[src/hdl/lbbs_pkg.sv]
// ----------------------------------------------------------------------------
// lbbs_pkg
// Types and constants shared by the bounce scanner modules.
// ----------------------------------------------------------------------------
package lbbs_pkg;

  // defaults for the top-level parameters
  localparam int MAX_LEDS_DEF      = 8;
  localparam int FRACTION_BITS_DEF = 11;

  // fixed field widths
  localparam int LOAD_W  = 32;
  localparam int WORD_W  = 32;
  localparam int SIZE_W  = 2;
  localparam int DELAY_W = 7;
  localparam int COUNT_W = 4;
  localparam int POS_W   = 5;
  localparam int TABLE_N = 8;
  localparam int TABLE_W = POS_W * TABLE_N;
  localparam int DATA_W  = 64;
  localparam int ADDR_W  = 5;

  // delay formula constants
  localparam int DELAY_BASE   = 110;
  localparam int DELAY_SPAN   = 300;
  localparam int SPAN_W       = 9;
  localparam int LOAD_DIVISOR = 5;
  localparam int LOAD_OFFSET  = 3;

  // divide by five as a multiply by the rounded-up reciprocal, exact for 32 bits
  localparam logic [LOAD_W-1:0] DIV5_RECIP = 32'hCCCC_CCCD;
  localparam int                DIV5_SHIFT = 34;

  // divider datapath widths
  localparam int DEN_W = 32;
  localparam int Q_W   = DELAY_W;
  localparam int SUB_W = DEN_W + Q_W - 1;
  localparam int CNT_W = $clog2(LOAD_W);

  // register reset values
  localparam logic [COUNT_W-1:0] LED_COUNT_RST   = 4'd8;
  localparam logic [1:0]         ACCESS_RST      = 2'd0;
  localparam logic [TABLE_W-1:0] POS_TABLE_RST   = 40'd247132686368;

  // write-size codes
  localparam logic [SIZE_W-1:0] SIZE_8  = 2'd0;
  localparam logic [SIZE_W-1:0] SIZE_16 = 2'd1;
  localparam logic [SIZE_W-1:0] SIZE_32 = 2'd2;

  // register map, one 64-bit slot per register
  typedef enum logic [1:0] {
    REG_LED_COUNT,
    REG_INVERT,
    REG_ACCESS_WIDTH,
    REG_POS_TABLE
  } reg_index_t;

  // configuration bundle from the register file
  typedef struct packed {
    logic [COUNT_W-1:0] led_count;
    logic               invert_output;
    logic [1:0]         access_width;
    logic [TABLE_W-1:0] position_table;
  } cfg_t;

  // sequencer states
  typedef enum logic [2:0] {
    S_IDLE,
    S_DIV5,
    S_PREP,
    S_QUOT,
    S_DONE
  } state_t;

endpackage

[src/hdl/lbbs_sub_unit.sv]
// ----------------------------------------------------------------------------
// lbbs_sub_unit
// Shared compare-and-subtract unit used by every divider step.
// ----------------------------------------------------------------------------
module lbbs_sub_unit #(
  parameter int W = lbbs_pkg::SUB_W
) (
  input  logic [W-1:0] a,
  input  logic [W-1:0] b,
  output logic [W-1:0] diff,
  output logic         ge
);

  logic [W:0] full;

  // borrow out clear means a >= b
  assign full = {1'b0, a} - {1'b0, b};
  assign diff = full[W-1:0];
  assign ge   = ~full[W];

endmodule

[src/hdl/lbbs_regs.sv]
// ----------------------------------------------------------------------------
// lbbs_regs
// APB register file holding the scanner configuration.
// ----------------------------------------------------------------------------
module lbbs_regs (
  input  logic                        clk,
  input  logic                        rst,
  input  logic                        psel,
  input  logic                        penable,
  input  logic                        pwrite,
  input  logic [lbbs_pkg::ADDR_W-1:0] paddr,
  input  logic [lbbs_pkg::DATA_W-1:0] pwdata,
  output logic [lbbs_pkg::DATA_W-1:0] prdata,
  output logic                        pready,
  output lbbs_pkg::cfg_t              cfg
);

  lbbs_pkg::reg_index_t idx;
  logic                 wr_en;

  assign pready = 1'b1;
  assign idx    = lbbs_pkg::reg_index_t'(paddr[4:3]);
  assign wr_en  = psel && penable && pwrite;

  // register writes
  always_ff @(posedge clk) begin
    if (rst) begin
      cfg.led_count      <= lbbs_pkg::LED_COUNT_RST;
      cfg.invert_output  <= 1'b0;
      cfg.access_width   <= lbbs_pkg::ACCESS_RST;
      cfg.position_table <= lbbs_pkg::POS_TABLE_RST;
    end else if (wr_en) begin
      unique case (idx)
        lbbs_pkg::REG_LED_COUNT:    cfg.led_count      <= pwdata[lbbs_pkg::COUNT_W-1:0];
        lbbs_pkg::REG_INVERT:       cfg.invert_output  <= pwdata[0];
        lbbs_pkg::REG_ACCESS_WIDTH: cfg.access_width   <= pwdata[1:0];
        lbbs_pkg::REG_POS_TABLE:    cfg.position_table <= pwdata[lbbs_pkg::TABLE_W-1:0];
      endcase
    end
  end

  // read mux
  always_comb begin
    unique case (idx)
      lbbs_pkg::REG_LED_COUNT:    prdata = lbbs_pkg::DATA_W'(cfg.led_count);
      lbbs_pkg::REG_INVERT:       prdata = lbbs_pkg::DATA_W'(cfg.invert_output);
      lbbs_pkg::REG_ACCESS_WIDTH: prdata = lbbs_pkg::DATA_W'(cfg.access_width);
      lbbs_pkg::REG_POS_TABLE:    prdata = lbbs_pkg::DATA_W'(cfg.position_table);
    endcase
  end

endmodule

[src/hdl/lbbs_scan.sv]
// ----------------------------------------------------------------------------
// lbbs_scan
// Bouncing LED index and the register word built from it.
// ----------------------------------------------------------------------------
module lbbs_scan #(
  parameter int MAX_LEDS = lbbs_pkg::MAX_LEDS_DEF
) (
  input  logic                        clk,
  input  logic                        rst,
  input  lbbs_pkg::cfg_t              cfg,
  input  logic                        step,
  output logic [lbbs_pkg::WORD_W-1:0] word,
  output logic [lbbs_pkg::SIZE_W-1:0] size
);

  localparam int IDX_W = $clog2(MAX_LEDS);

  logic [IDX_W-1:0]             scan_index, scan_index_next;
  logic                         moving_down, moving_down_next;
  logic [lbbs_pkg::COUNT_W-1:0] eff_count;
  logic [IDX_W-1:0]             last;
  logic [IDX_W:0]               cand;
  logic [lbbs_pkg::POS_W-1:0]   pos;
  logic [lbbs_pkg::WORD_W-1:0]  onehot;

  // clamp the LED count to 2..MAX_LEDS
  always_comb begin
    priority if (cfg.led_count < lbbs_pkg::COUNT_W'(2)) begin
      eff_count = lbbs_pkg::COUNT_W'(2);
    end else if (cfg.led_count > lbbs_pkg::COUNT_W'(MAX_LEDS)) begin
      eff_count = lbbs_pkg::COUNT_W'(MAX_LEDS);
    end else begin
      eff_count = cfg.led_count;
    end
  end

  assign last = IDX_W'(eff_count - lbbs_pkg::COUNT_W'(1));

  // next index, bouncing at both ends
  always_comb begin
    if (moving_down && scan_index != '0) begin
      cand             = {1'b0, scan_index} - (IDX_W+1)'(1);
      moving_down_next = (cand != '0);
    end else begin
      cand             = {1'b0, scan_index} + (IDX_W+1)'(1);
      moving_down_next = 1'b0;
    end
    if (cand >= {1'b0, last}) begin
      cand             = {1'b0, last};
      moving_down_next = 1'b1;
    end
    scan_index_next = cand[IDX_W-1:0];
  end

  always_ff @(posedge clk) begin
    if (rst) begin
      scan_index  <= '0;
      moving_down <= 1'b0;
    end else if (step) begin
      scan_index  <= scan_index_next;
      moving_down <= moving_down_next;
    end
  end

  // size code, unused code acts as 8-bit
  always_comb begin
    if (cfg.access_width == lbbs_pkg::SIZE_16 || cfg.access_width == lbbs_pkg::SIZE_32) begin
      size = cfg.access_width;
    end else begin
      size = lbbs_pkg::SIZE_8;
    end
  end

  // one-hot word at the table position, inverted and masked
  assign pos    = cfg.position_table[lbbs_pkg::POS_W*int'(scan_index) +: lbbs_pkg::POS_W];
  assign onehot = lbbs_pkg::WORD_W'(1) << pos;

  always_comb begin
    word = cfg.invert_output ? ~onehot : onehot;
    unique case (size)
      lbbs_pkg::SIZE_8:  word = word & lbbs_pkg::WORD_W'(32'h0000_00ff);
      lbbs_pkg::SIZE_16: word = word & lbbs_pkg::WORD_W'(32'h0000_ffff);
      default:           word = word;
    endcase
  end

endmodule

[src/hdl/led_bank_bounce_scanner_unit.sv]
// ----------------------------------------------------------------------------
// led_bank_bounce_scanner_unit
// Bouncing LED scanner with a load-dependent delay to the next tick.
// ----------------------------------------------------------------------------
// Each input transaction is one timer tick carrying load_average. It yields
// one output transaction: led_word (one-hot at the table position of the
// current index, optionally inverted, masked to the access width),
// write_size and next_delay = 110 - (300 << F) / (load_average / 5 + (3 << F)).
// Both channels use valid/stall; a transaction moves when valid is high and
// stall is low. The APB port holds led_count, invert_output, access_width and
// position_table at byte addresses 0, 8, 16 and 24; write it only while idle.
// The divide by five is a reciprocal multiply, then a setup state and 7 restoring
// quotient steps through one shared subtractor, then a load of the output
// register. in_stall is high from acceptance until the result is loaded, so
// a new tick is taken only once the previous result has been loaded.
// A stalled result holds in the output register while the next tick is
// already being worked on; that tick waits for the register to free up.
// Reset restores the register defaults, index 0 moving up, and empties the
// output register.
// ----------------------------------------------------------------------------
module led_bank_bounce_scanner_unit #(
  parameter int MAX_LEDS      = lbbs_pkg::MAX_LEDS_DEF,
  parameter int FRACTION_BITS = lbbs_pkg::FRACTION_BITS_DEF
) (
  input  logic                         clk,
  input  logic                         rst,
  input  logic                         in_valid,
  output logic                         in_stall,
  input  logic [lbbs_pkg::LOAD_W-1:0]  load_average,
  output logic                         out_valid,
  input  logic                         out_stall,
  output logic [lbbs_pkg::WORD_W-1:0]  led_word,
  output logic [lbbs_pkg::SIZE_W-1:0]  write_size,
  output logic [lbbs_pkg::DELAY_W-1:0] next_delay,
  input  logic                         psel,
  input  logic                         penable,
  input  logic                         pwrite,
  input  logic [lbbs_pkg::ADDR_W-1:0]  paddr,
  input  logic [lbbs_pkg::DATA_W-1:0]  pwdata,
  output logic [lbbs_pkg::DATA_W-1:0]  prdata,
  output logic                         pready
);

  localparam int NUM_W = lbbs_pkg::SPAN_W + FRACTION_BITS;
  localparam logic [NUM_W-1:0] NUMER =
    NUM_W'(lbbs_pkg::DELAY_SPAN) << FRACTION_BITS;
  localparam logic [lbbs_pkg::DEN_W-1:0] OFFSET =
    lbbs_pkg::DEN_W'(lbbs_pkg::LOAD_OFFSET) << FRACTION_BITS;

  lbbs_pkg::state_t              state, state_next;
  lbbs_pkg::cfg_t                cfg;
  logic [lbbs_pkg::LOAD_W-1:0]   load_sh;
  logic [2*lbbs_pkg::LOAD_W-1:0] div5_prod;
  logic [NUM_W-1:0]              num;
  logic [lbbs_pkg::SUB_W-1:0]    dsh;
  logic [lbbs_pkg::Q_W-1:0]      quot;
  logic [lbbs_pkg::CNT_W-1:0]    cnt;
  logic [lbbs_pkg::SUB_W-1:0]    op_a, op_b, sub_diff;
  logic                          sub_ge;
  logic                          out_load;
  logic [lbbs_pkg::WORD_W-1:0]   scan_word;
  logic [lbbs_pkg::SIZE_W-1:0]   scan_size;

  lbbs_regs u_regs (
    .clk     (clk),
    .rst     (rst),
    .psel    (psel),
    .penable (penable),
    .pwrite  (pwrite),
    .paddr   (paddr),
    .pwdata  (pwdata),
    .prdata  (prdata),
    .pready  (pready),
    .cfg     (cfg)
  );

  lbbs_scan #(
    .MAX_LEDS (MAX_LEDS)
  ) u_scan (
    .clk  (clk),
    .rst  (rst),
    .cfg  (cfg),
    .step (out_load),
    .word (scan_word),
    .size (scan_size)
  );

  // load / 5 by reciprocal multiply, upper bits of the product
  assign div5_prod = {{lbbs_pkg::LOAD_W{1'b0}}, load_sh} *
                     {{lbbs_pkg::LOAD_W{1'b0}}, lbbs_pkg::DIV5_RECIP};

  // operands for the shared subtractor
  assign op_a = lbbs_pkg::SUB_W'(num);
  assign op_b = dsh;

  lbbs_sub_unit #(
    .W (lbbs_pkg::SUB_W)
  ) u_sub (
    .a    (op_a),
    .b    (op_b),
    .diff (sub_diff),
    .ge   (sub_ge)
  );

  // sequencer state register
  always_ff @(posedge clk) begin
    if (rst) begin
      state <= lbbs_pkg::S_IDLE;
    end else begin
      state <= state_next;
    end
  end

  // next state
  always_comb begin
    state_next = state;
    unique case (state)
      lbbs_pkg::S_IDLE: if (in_valid) state_next = lbbs_pkg::S_DIV5;
      lbbs_pkg::S_DIV5: state_next = lbbs_pkg::S_PREP;
      lbbs_pkg::S_PREP: state_next = lbbs_pkg::S_QUOT;
      lbbs_pkg::S_QUOT: if (cnt == '0) state_next = lbbs_pkg::S_DONE;
      lbbs_pkg::S_DONE: if (!out_valid || !out_stall) state_next = lbbs_pkg::S_IDLE;
    endcase
  end

  // handshake outputs
  always_comb begin
    in_stall = (state != lbbs_pkg::S_IDLE);
    out_load = (state == lbbs_pkg::S_DONE) && (!out_valid || !out_stall);
  end

  // divider datapath
  always_ff @(posedge clk) begin
    unique case (state)
      lbbs_pkg::S_IDLE: begin
        load_sh <= load_average;
      end
      lbbs_pkg::S_DIV5: begin
        load_sh <= lbbs_pkg::LOAD_W'(div5_prod >> lbbs_pkg::DIV5_SHIFT);
      end
      lbbs_pkg::S_PREP: begin
        dsh  <= {load_sh + OFFSET, {(lbbs_pkg::Q_W-1){1'b0}}};
        num  <= NUMER;
        quot <= '0;
        cnt  <= lbbs_pkg::CNT_W'(lbbs_pkg::Q_W - 1);
      end
      lbbs_pkg::S_QUOT: begin
        if (sub_ge) begin
          num <= sub_diff[NUM_W-1:0];
        end
        quot <= {quot[lbbs_pkg::Q_W-2:0], sub_ge};
        dsh  <= dsh >> 1;
        cnt  <= cnt - lbbs_pkg::CNT_W'(1);
      end
      lbbs_pkg::S_DONE: begin
        cnt <= cnt;
      end
    endcase
  end

  // output register
  always_ff @(posedge clk) begin
    if (rst) begin
      out_valid <= 1'b0;
    end else if (out_load) begin
      out_valid <= 1'b1;
    end else if (!out_stall) begin
      out_valid <= 1'b0;
    end
  end

  always_ff @(posedge clk) begin
    if (out_load) begin
      led_word   <= scan_word;
      write_size <= scan_size;
      next_delay <= lbbs_pkg::DELAY_W'(lbbs_pkg::DELAY_BASE) - quot;
    end
  end

endmodule

[config.mk]
export PLATFORM = sky130hd
export DESIGN_NAME = led_bank_bounce_scanner_unit
export DESIGN_NICKNAME = d
export VERILOG_FILES = /design/src/hdl/lbbs_pkg.sv /design/src/hdl/lbbs_sub_unit.sv /design/src/hdl/lbbs_regs.sv /design/src/hdl/lbbs_scan.sv /design/src/hdl/led_bank_bounce_scanner_unit.sv
export SDC_FILE = /design/constraint.sdc
export NUM_CORES = 2
export LEC_CHECK = 0
export BUFFER_PORTS_ARGS = -buffer_cell sky130_fd_sc_hd__buf_2
export CAP_MARGIN = 25
export CORE_ASPECT_RATIO = 0.7
export CORE_MARGIN = 2
export CORE_UTILIZATION = 50
export DETAILED_ROUTE_END_ITERATION = 12
export PLACE_DENSITY = 0.68
export SYNTH_ARGS = -nofsm -noshare
export SYNTH_HDL_FRONTEND = slang
export SYNTH_SLANG_ARGS = --single-unit
[constraint.sdc]
create_clock -name clk -period 13 [get_ports clk]
set_input_delay 0.65 -clock clk [delete_from_list [all_inputs] [get_ports clk]]
set_output_delay 0.65 -clock clk [all_outputs]
set_load 0.005 [all_outputs]
Yosys cells after proc, flatten, opt, wreduce, memory -nomap -nowiden. Index checks and enable logic that the tools add are counted.

Register bits: 198. Word-level logic and storage cells: 92.

Add/subtract/negate cells: 7. Multiply operators: 2. Magnitude comparators: 3. Equality and inequality tests: 15. Shift operators: 2. Mux-type cells: 22. Bitwise operators: 2. Reduce and logical (&&, ||, !) cells: 23.

Operator list (count): $pmux W64 S4 (1); $pmux W32 S2 (2); $pmux W38 S2 (1); $mul A32 B32 Y64 const B (1); $pmux W20 S2 (1); $shiftx A40 B32 Y5 (1); $sub A20 B38 Y39 (1); $add A32 B13 Y32 const B (1); $mux W32 (1); $not A32 Y32 (1); $shl A1 B5 Y32 const A (1); $mux W20 (1); $mux W3 (6); $pmux W3 S5 (1); $pmux W7 S2 (1); $pmux W5 S2 (1); $reduce_and A2 Y1 (5); $sub A7 B7 Y7 const A (1); $eq A2 B1 Y1 const B (3); $eq A2 B2 Y1 const B (3); $eq A3 B2 Y1 const B (2); $mul A3 B3 Y6 const A (1); $ne A2 B2 Y1 const B (3); $reduce_bool A3 Y1 (2); 23 further kinds (34).

Logic depth before layout (Yosys ltp).
Depth after elaboration: 6. Mapped depth: 27. Mapped depth without buffers: 27.

Hierarchy. A second synthesis with hierarchy kept.

Cells, all modules: 3061. Area total of the unflattened synthesis: 29453.2 sq um.

By module, submodules not included: led_bank_bounce_scanner_unit (times used 1, cells an instance 2289, area an instance 23436.2 sq um, sequential area each 4374.2 sq um); lbbs_regs (times used 1, cells an instance 285, area an instance 2521.2 sq um, sequential area each 940.9 sq um); lbbs_sub_unit (times used 1, cells an instance 314, area an instance 2064.5 sq um, sequential area each 0.0 sq um); lbbs_scan (times used 1, cells an instance 173, area an instance 1431.4 sq um, sequential area each 80.1 sq um).

Worst setup path before layout. Ideal clock, no wire load.

Kind: reg2reg. Start: reg load_sh[18] (netlist bit). End: reg load_sh[25] (netlist bit) (data pin). Library setup time: 260 ps. Arrival time: 6903 ps. Data required time: 12740 ps. Setup slack: 5838 ps. Cell stages (with the launch flop): 25. Path buffers: 0. Clock period less this slack: 7162 ps. Cell sequence: edfxtp_1 -> ha_1 -> inv_1 -> fa_1 -> inv_1 -> fa_1 -> inv_1 -> fa_1 -> inv_1 -> fa_1 -> fa_1 -> fa_1 -> inv_1 -> fa_1 -> inv_1 -> ha_1 -> and4_1 -> nand3_1 -> a2111o_1 -> a311oi_2 -> nor3_4 -> a21oi_1 -> a31oi_2 -> xnor2_1 -> mux2_2.

Longest elaborated chain between the ends: 2.

RTL lines: from (decl) (line led_bank_bounce_scanner_unit.sv:52) `logic [lbbs_pkg::LOAD_W-1:0] load_sh;`; from (signal assigned) (line led_bank_bounce_scanner_unit.sv:136) `load_sh <= load_average;`; from (signal assigned) (line led_bank_bounce_scanner_unit.sv:139) `load_sh <= lbbs_pkg::LOAD_W'(div5_prod >> lbbs_pkg::DIV5_SHIFT);`; $mul A32 B32 Y64 (line led_bank_bounce_scanner_unit.sv:89) `assign div5_prod = {{lbbs_pkg::LOAD_W{1'b0}}, load_sh} *`; $pmux W32 S2 (line led_bank_bounce_scanner_unit.sv:134) `unique case (state)`.

Every way passes these cells. A chain may end at the register's enable or synchronous reset.

Worst setup path after layout.
Start: reg load_sh[11] (netlist bit). End: reg load_sh[23] (netlist bit) (data pin).

The elaborated chain is that of the path after synthesis.

==> metrics.md <==
| Metric | Value |
|---|---|
| Worst hold path class | in2reg |
| Via count | 20.1k |
| Clk_skew | 0.0264 ns |
| Die Wd | 284 um |
| Main combinational cell family by area after synthesis | adder cells |
| Initial DRC Count | 1832 |
| Post-synthesis sequential area ratio | 19.7% |
| Core box area | 54000 sq um |
| Worst Reg-to-Reg Cells | 24 |
| Die Ht | 200 um |
| Post-route DRC | 0 |
| Post-route ant nets | 0 |
| Count of final setup violators | 0 |
| Share of cells above drive strength 1 | 8.50% |
| Post CTS Setup Buffer Count | 0 |
| Clock Root Buffer | clkbuf_16 |
| Slowest CP cell | edfxtp_1 |
| F_max | 111 MHz |
| Post-place setup slack | 4.30 ns |
| Slew Viols, Final | 0 |
| Mapped Area | 27400 sq um |
| Clock-pin slew on the worst setup and hold paths | 0.10 ns |
| Most common cell after layout, fill and taps aside | inv_1 |
| Synth Instances | 2821 |
| Synth cell types | 74 |
| Wirelength per Cell | 20.8 um |
| Clk sinks | 198 |
| Actual slew at the worst max-slew pin | 1.13 ns |
| Post-route setup slack | 4.03 ns |
| Top_reg_cell synth | edfxtp_1 |
| Hpwl dp | 64.6 mm |
| Outcome | finished clean |
| Htree depth | 4 |
| Most frequent cells in the layout | inv_1, fa_1, ha_1 |
| CP required | 13.22 ns |
| YS warnings | 0 |
| Pin count of the biggest net entering global routing | 67 |
| Compound-cell area share of the yosys netlist | 8.15% |
| Kind of critical path | reg2reg |
| # fillers | 4847 |
| Post-layout nets | 3813 |
| Reg-to-reg endpoint | load_sh[23] |
| Site Rows | 71 |
| Avg Vias per Cell | 5.46 |
| CTS hold repair buffers | 0 |
| Pre-antenna DRT Iters | 5 |
| Adder-cell share of the synthesized area | 45.4% |
| TritonCTS clock tree | yes |
| CP peak stage delay | 0.95 ns |
| Max Cap Viol | 0 |
| Yosys reg bits | 198 |
| Layout area overhead | 7.88% |
| Setup slack, reg-to-reg | 4.03 ns |
| Port bufs | 163 |
| Largest cells by area after synthesis | fa_1, ha_1, edfxtp_1 |
| Number of synthesized flops with an enable pin | 143 |
| Gpl congestion | 1.02 |
| Nature of the critical path endpoint | flip-flop |
| Worst slew margin | 24.6% |
| First-pass GRT wire length | 121 mm |
| Fin util | 54.8% |
| Cell mode on critical path | fa_1 |
| Simple-Gate Fraction of Synth Area | 9.87% |
| Vias in the first global route | 20.9k |
| Register Area | 5400 sq um |
| Leading area contributor after synthesis | fa_1 |
| Initial core utilization | 50.8% |
| Avg Cell Area, Syn | 9.73 sq um |
| CTS Buf Count | 17 |
| Initial antenna violation count | 0 |
| Post-CTS Resized | 0 |
| Die area | 56800 sq um |
| RSZ-0062 raised after global routing | false |
| Crit path time final | 8.97 ns |
| Setup TNS | 0 ns |
| FFs w/ async S/R, synth | 0% |
| Crit path DAT | 9.19 ns |
| Share of the synthesized area in the top cell type | 28.2% |
| Fin. Hold Viols | 0 |
| Final wirelength | 76.8 mm |
| XOR/XNOR Fraction of Synth Area | 4.31% |
| Crit path to | load_sh[23] |
| Fin crit share | 69.0% |
| Multi-input logic area | 19100 sq um |
| Reg-to-Reg Start | load_sh[11] |
| Longest Clk Path Bufs | 2 |
| CP startpoint kind | flip-flop |
| Source of the critical timing path | load_sh[11] |
| All-layer global routing usage | 28.0% |
| GRT overflow | 0 |
| Worst-path fanout max | 9 |
| Worst hold margin | 0.401 ns |
| Post-synthesis mux area share | 1.51% |
| CP Cell Sequence | ha_1 > inv_1 > fa_1 > inv_1 > fa_1 > inv_1 > fa_1 > inv_1 > fa_1 > fa_1 > fa_1 > inv_1 > fa_1 > inv_1 > ha_1 > a211oi_1 > o21ai_0 > o211ai_1 > o311ai_0 > a221o_1 > o2111ai_1 > a21oi_1 > nor2_1 > a211o_1 |
| Antenna Cells | 0 |
| Ports | 216 |
| Worst skew pair latency | 0.47 ns |
-- logic make-up (layout without fill, tap and decap cells) --
family,after synthesis,count (layout)
buffers and inverters,781,891
other,2,25
DFF,198,198
muxes,27,27
and+or+nand+nor,562,562
xor gates and xnor gates,135,135
AOI/OAI and AO/OA,352,352
adders and majority gates,764,764
-- worst min path at each step --
stage	cells after the start	slack, ns	startpoint	to
final	3	0.40	pwdata[11]	u_regs.cfg[11]
after global routing	3	0.41	pwdata[11]	u_regs.cfg[11]
after CTS	3	0.38	pwdata[11]	u_regs.cfg[11]
after detailed placement	2	0.46	u_regs.cfg[38]	u_regs.cfg[38]
after global placement	2	0.45	u_regs.cfg[7]	u_regs.cfg[7]
after floorplan	2	0.44	u_regs.cfg[10]	u_regs.cfg[10]
-- critical path: cells and delay by family, from the launching register on --
family	cells	cell delay [ns]
AO/OA/AOI/OAI	8	2.44
adder cells (fa/ha/maj)	9	4.66
buffers and inverters	6	0.55
flip-flops	1	0.95
AND/OR/NAND/NOR	1	0.10
-- flip-flops by register name (all words and copies together), names as in the netlist --
name	flops
u_scan.scan_index	3
write_size	2
cnt	5
num	20
u_regs.cfg	47
state	3
led_word	32
dsh	38
quot	7
load_sh	32
next_delay	7
out_valid	1
u_scan.moving_down	1
-- synth_stat cells, types with 5 or more instances --
library cell,count
inv_1,683
fa_1,387
ha_1,377
nand2_1,207
edfxtp_1,143
a21oi_1,114
nor2_1,112
o21ai_0,94
xor2_1,76
clkbuf_1,66
xnor2_1,59
and3_1,58
dfxtp_1,55
a21o_1,43
nand3_1,34
nor3_1,30
buf_4,26
and2_1,21
nand3b_1,19
nor2b_1,17
or3_1,15
a211oi_1,14
mux2i_1,13
mux4_2,11
nand2b_1,11
nand4_1,8
nor3b_1,8
o211ai_1,7
o21a_1,7
a211o_1,6
a31oi_1,6
nor4_1,6
o21bai_1,6
o31ai_1,6
or2_2,5
-- through the flow --
stage / instance area, sq um / instances
after global routing: 29600 / 3684
after global placement: 28900 / 3649
after detailed placement: 28900 / 3649
after CTS: 29500 / 3681
after floorplan: 27500 / 2844
final: 29600 / 3684
-- metal layers --
layer	part of all wire, %	GRT usage (%)	wire length [um]
met5	0	0.417	0
met4	1.2	4.00	889
met3	10	7.76	7830
met2	43	41.1	32900
met1	46	42.2	35200
-- area by class of cell --
type / instances / share of cell area (%)
timing repair buffer: 176 / 3.20
clock buffer: 17 / 1.44
tap: 730 / 3.09
multi-input combinational: 1865 / 64.6
clock inverter: 15 / 0.803
sequential: 198 / 18.2
inverter: 683 / 8.66
Power is not shown: default switching activity piles up to over one toggle a cycle in this logic, so the estimate is an artifact.
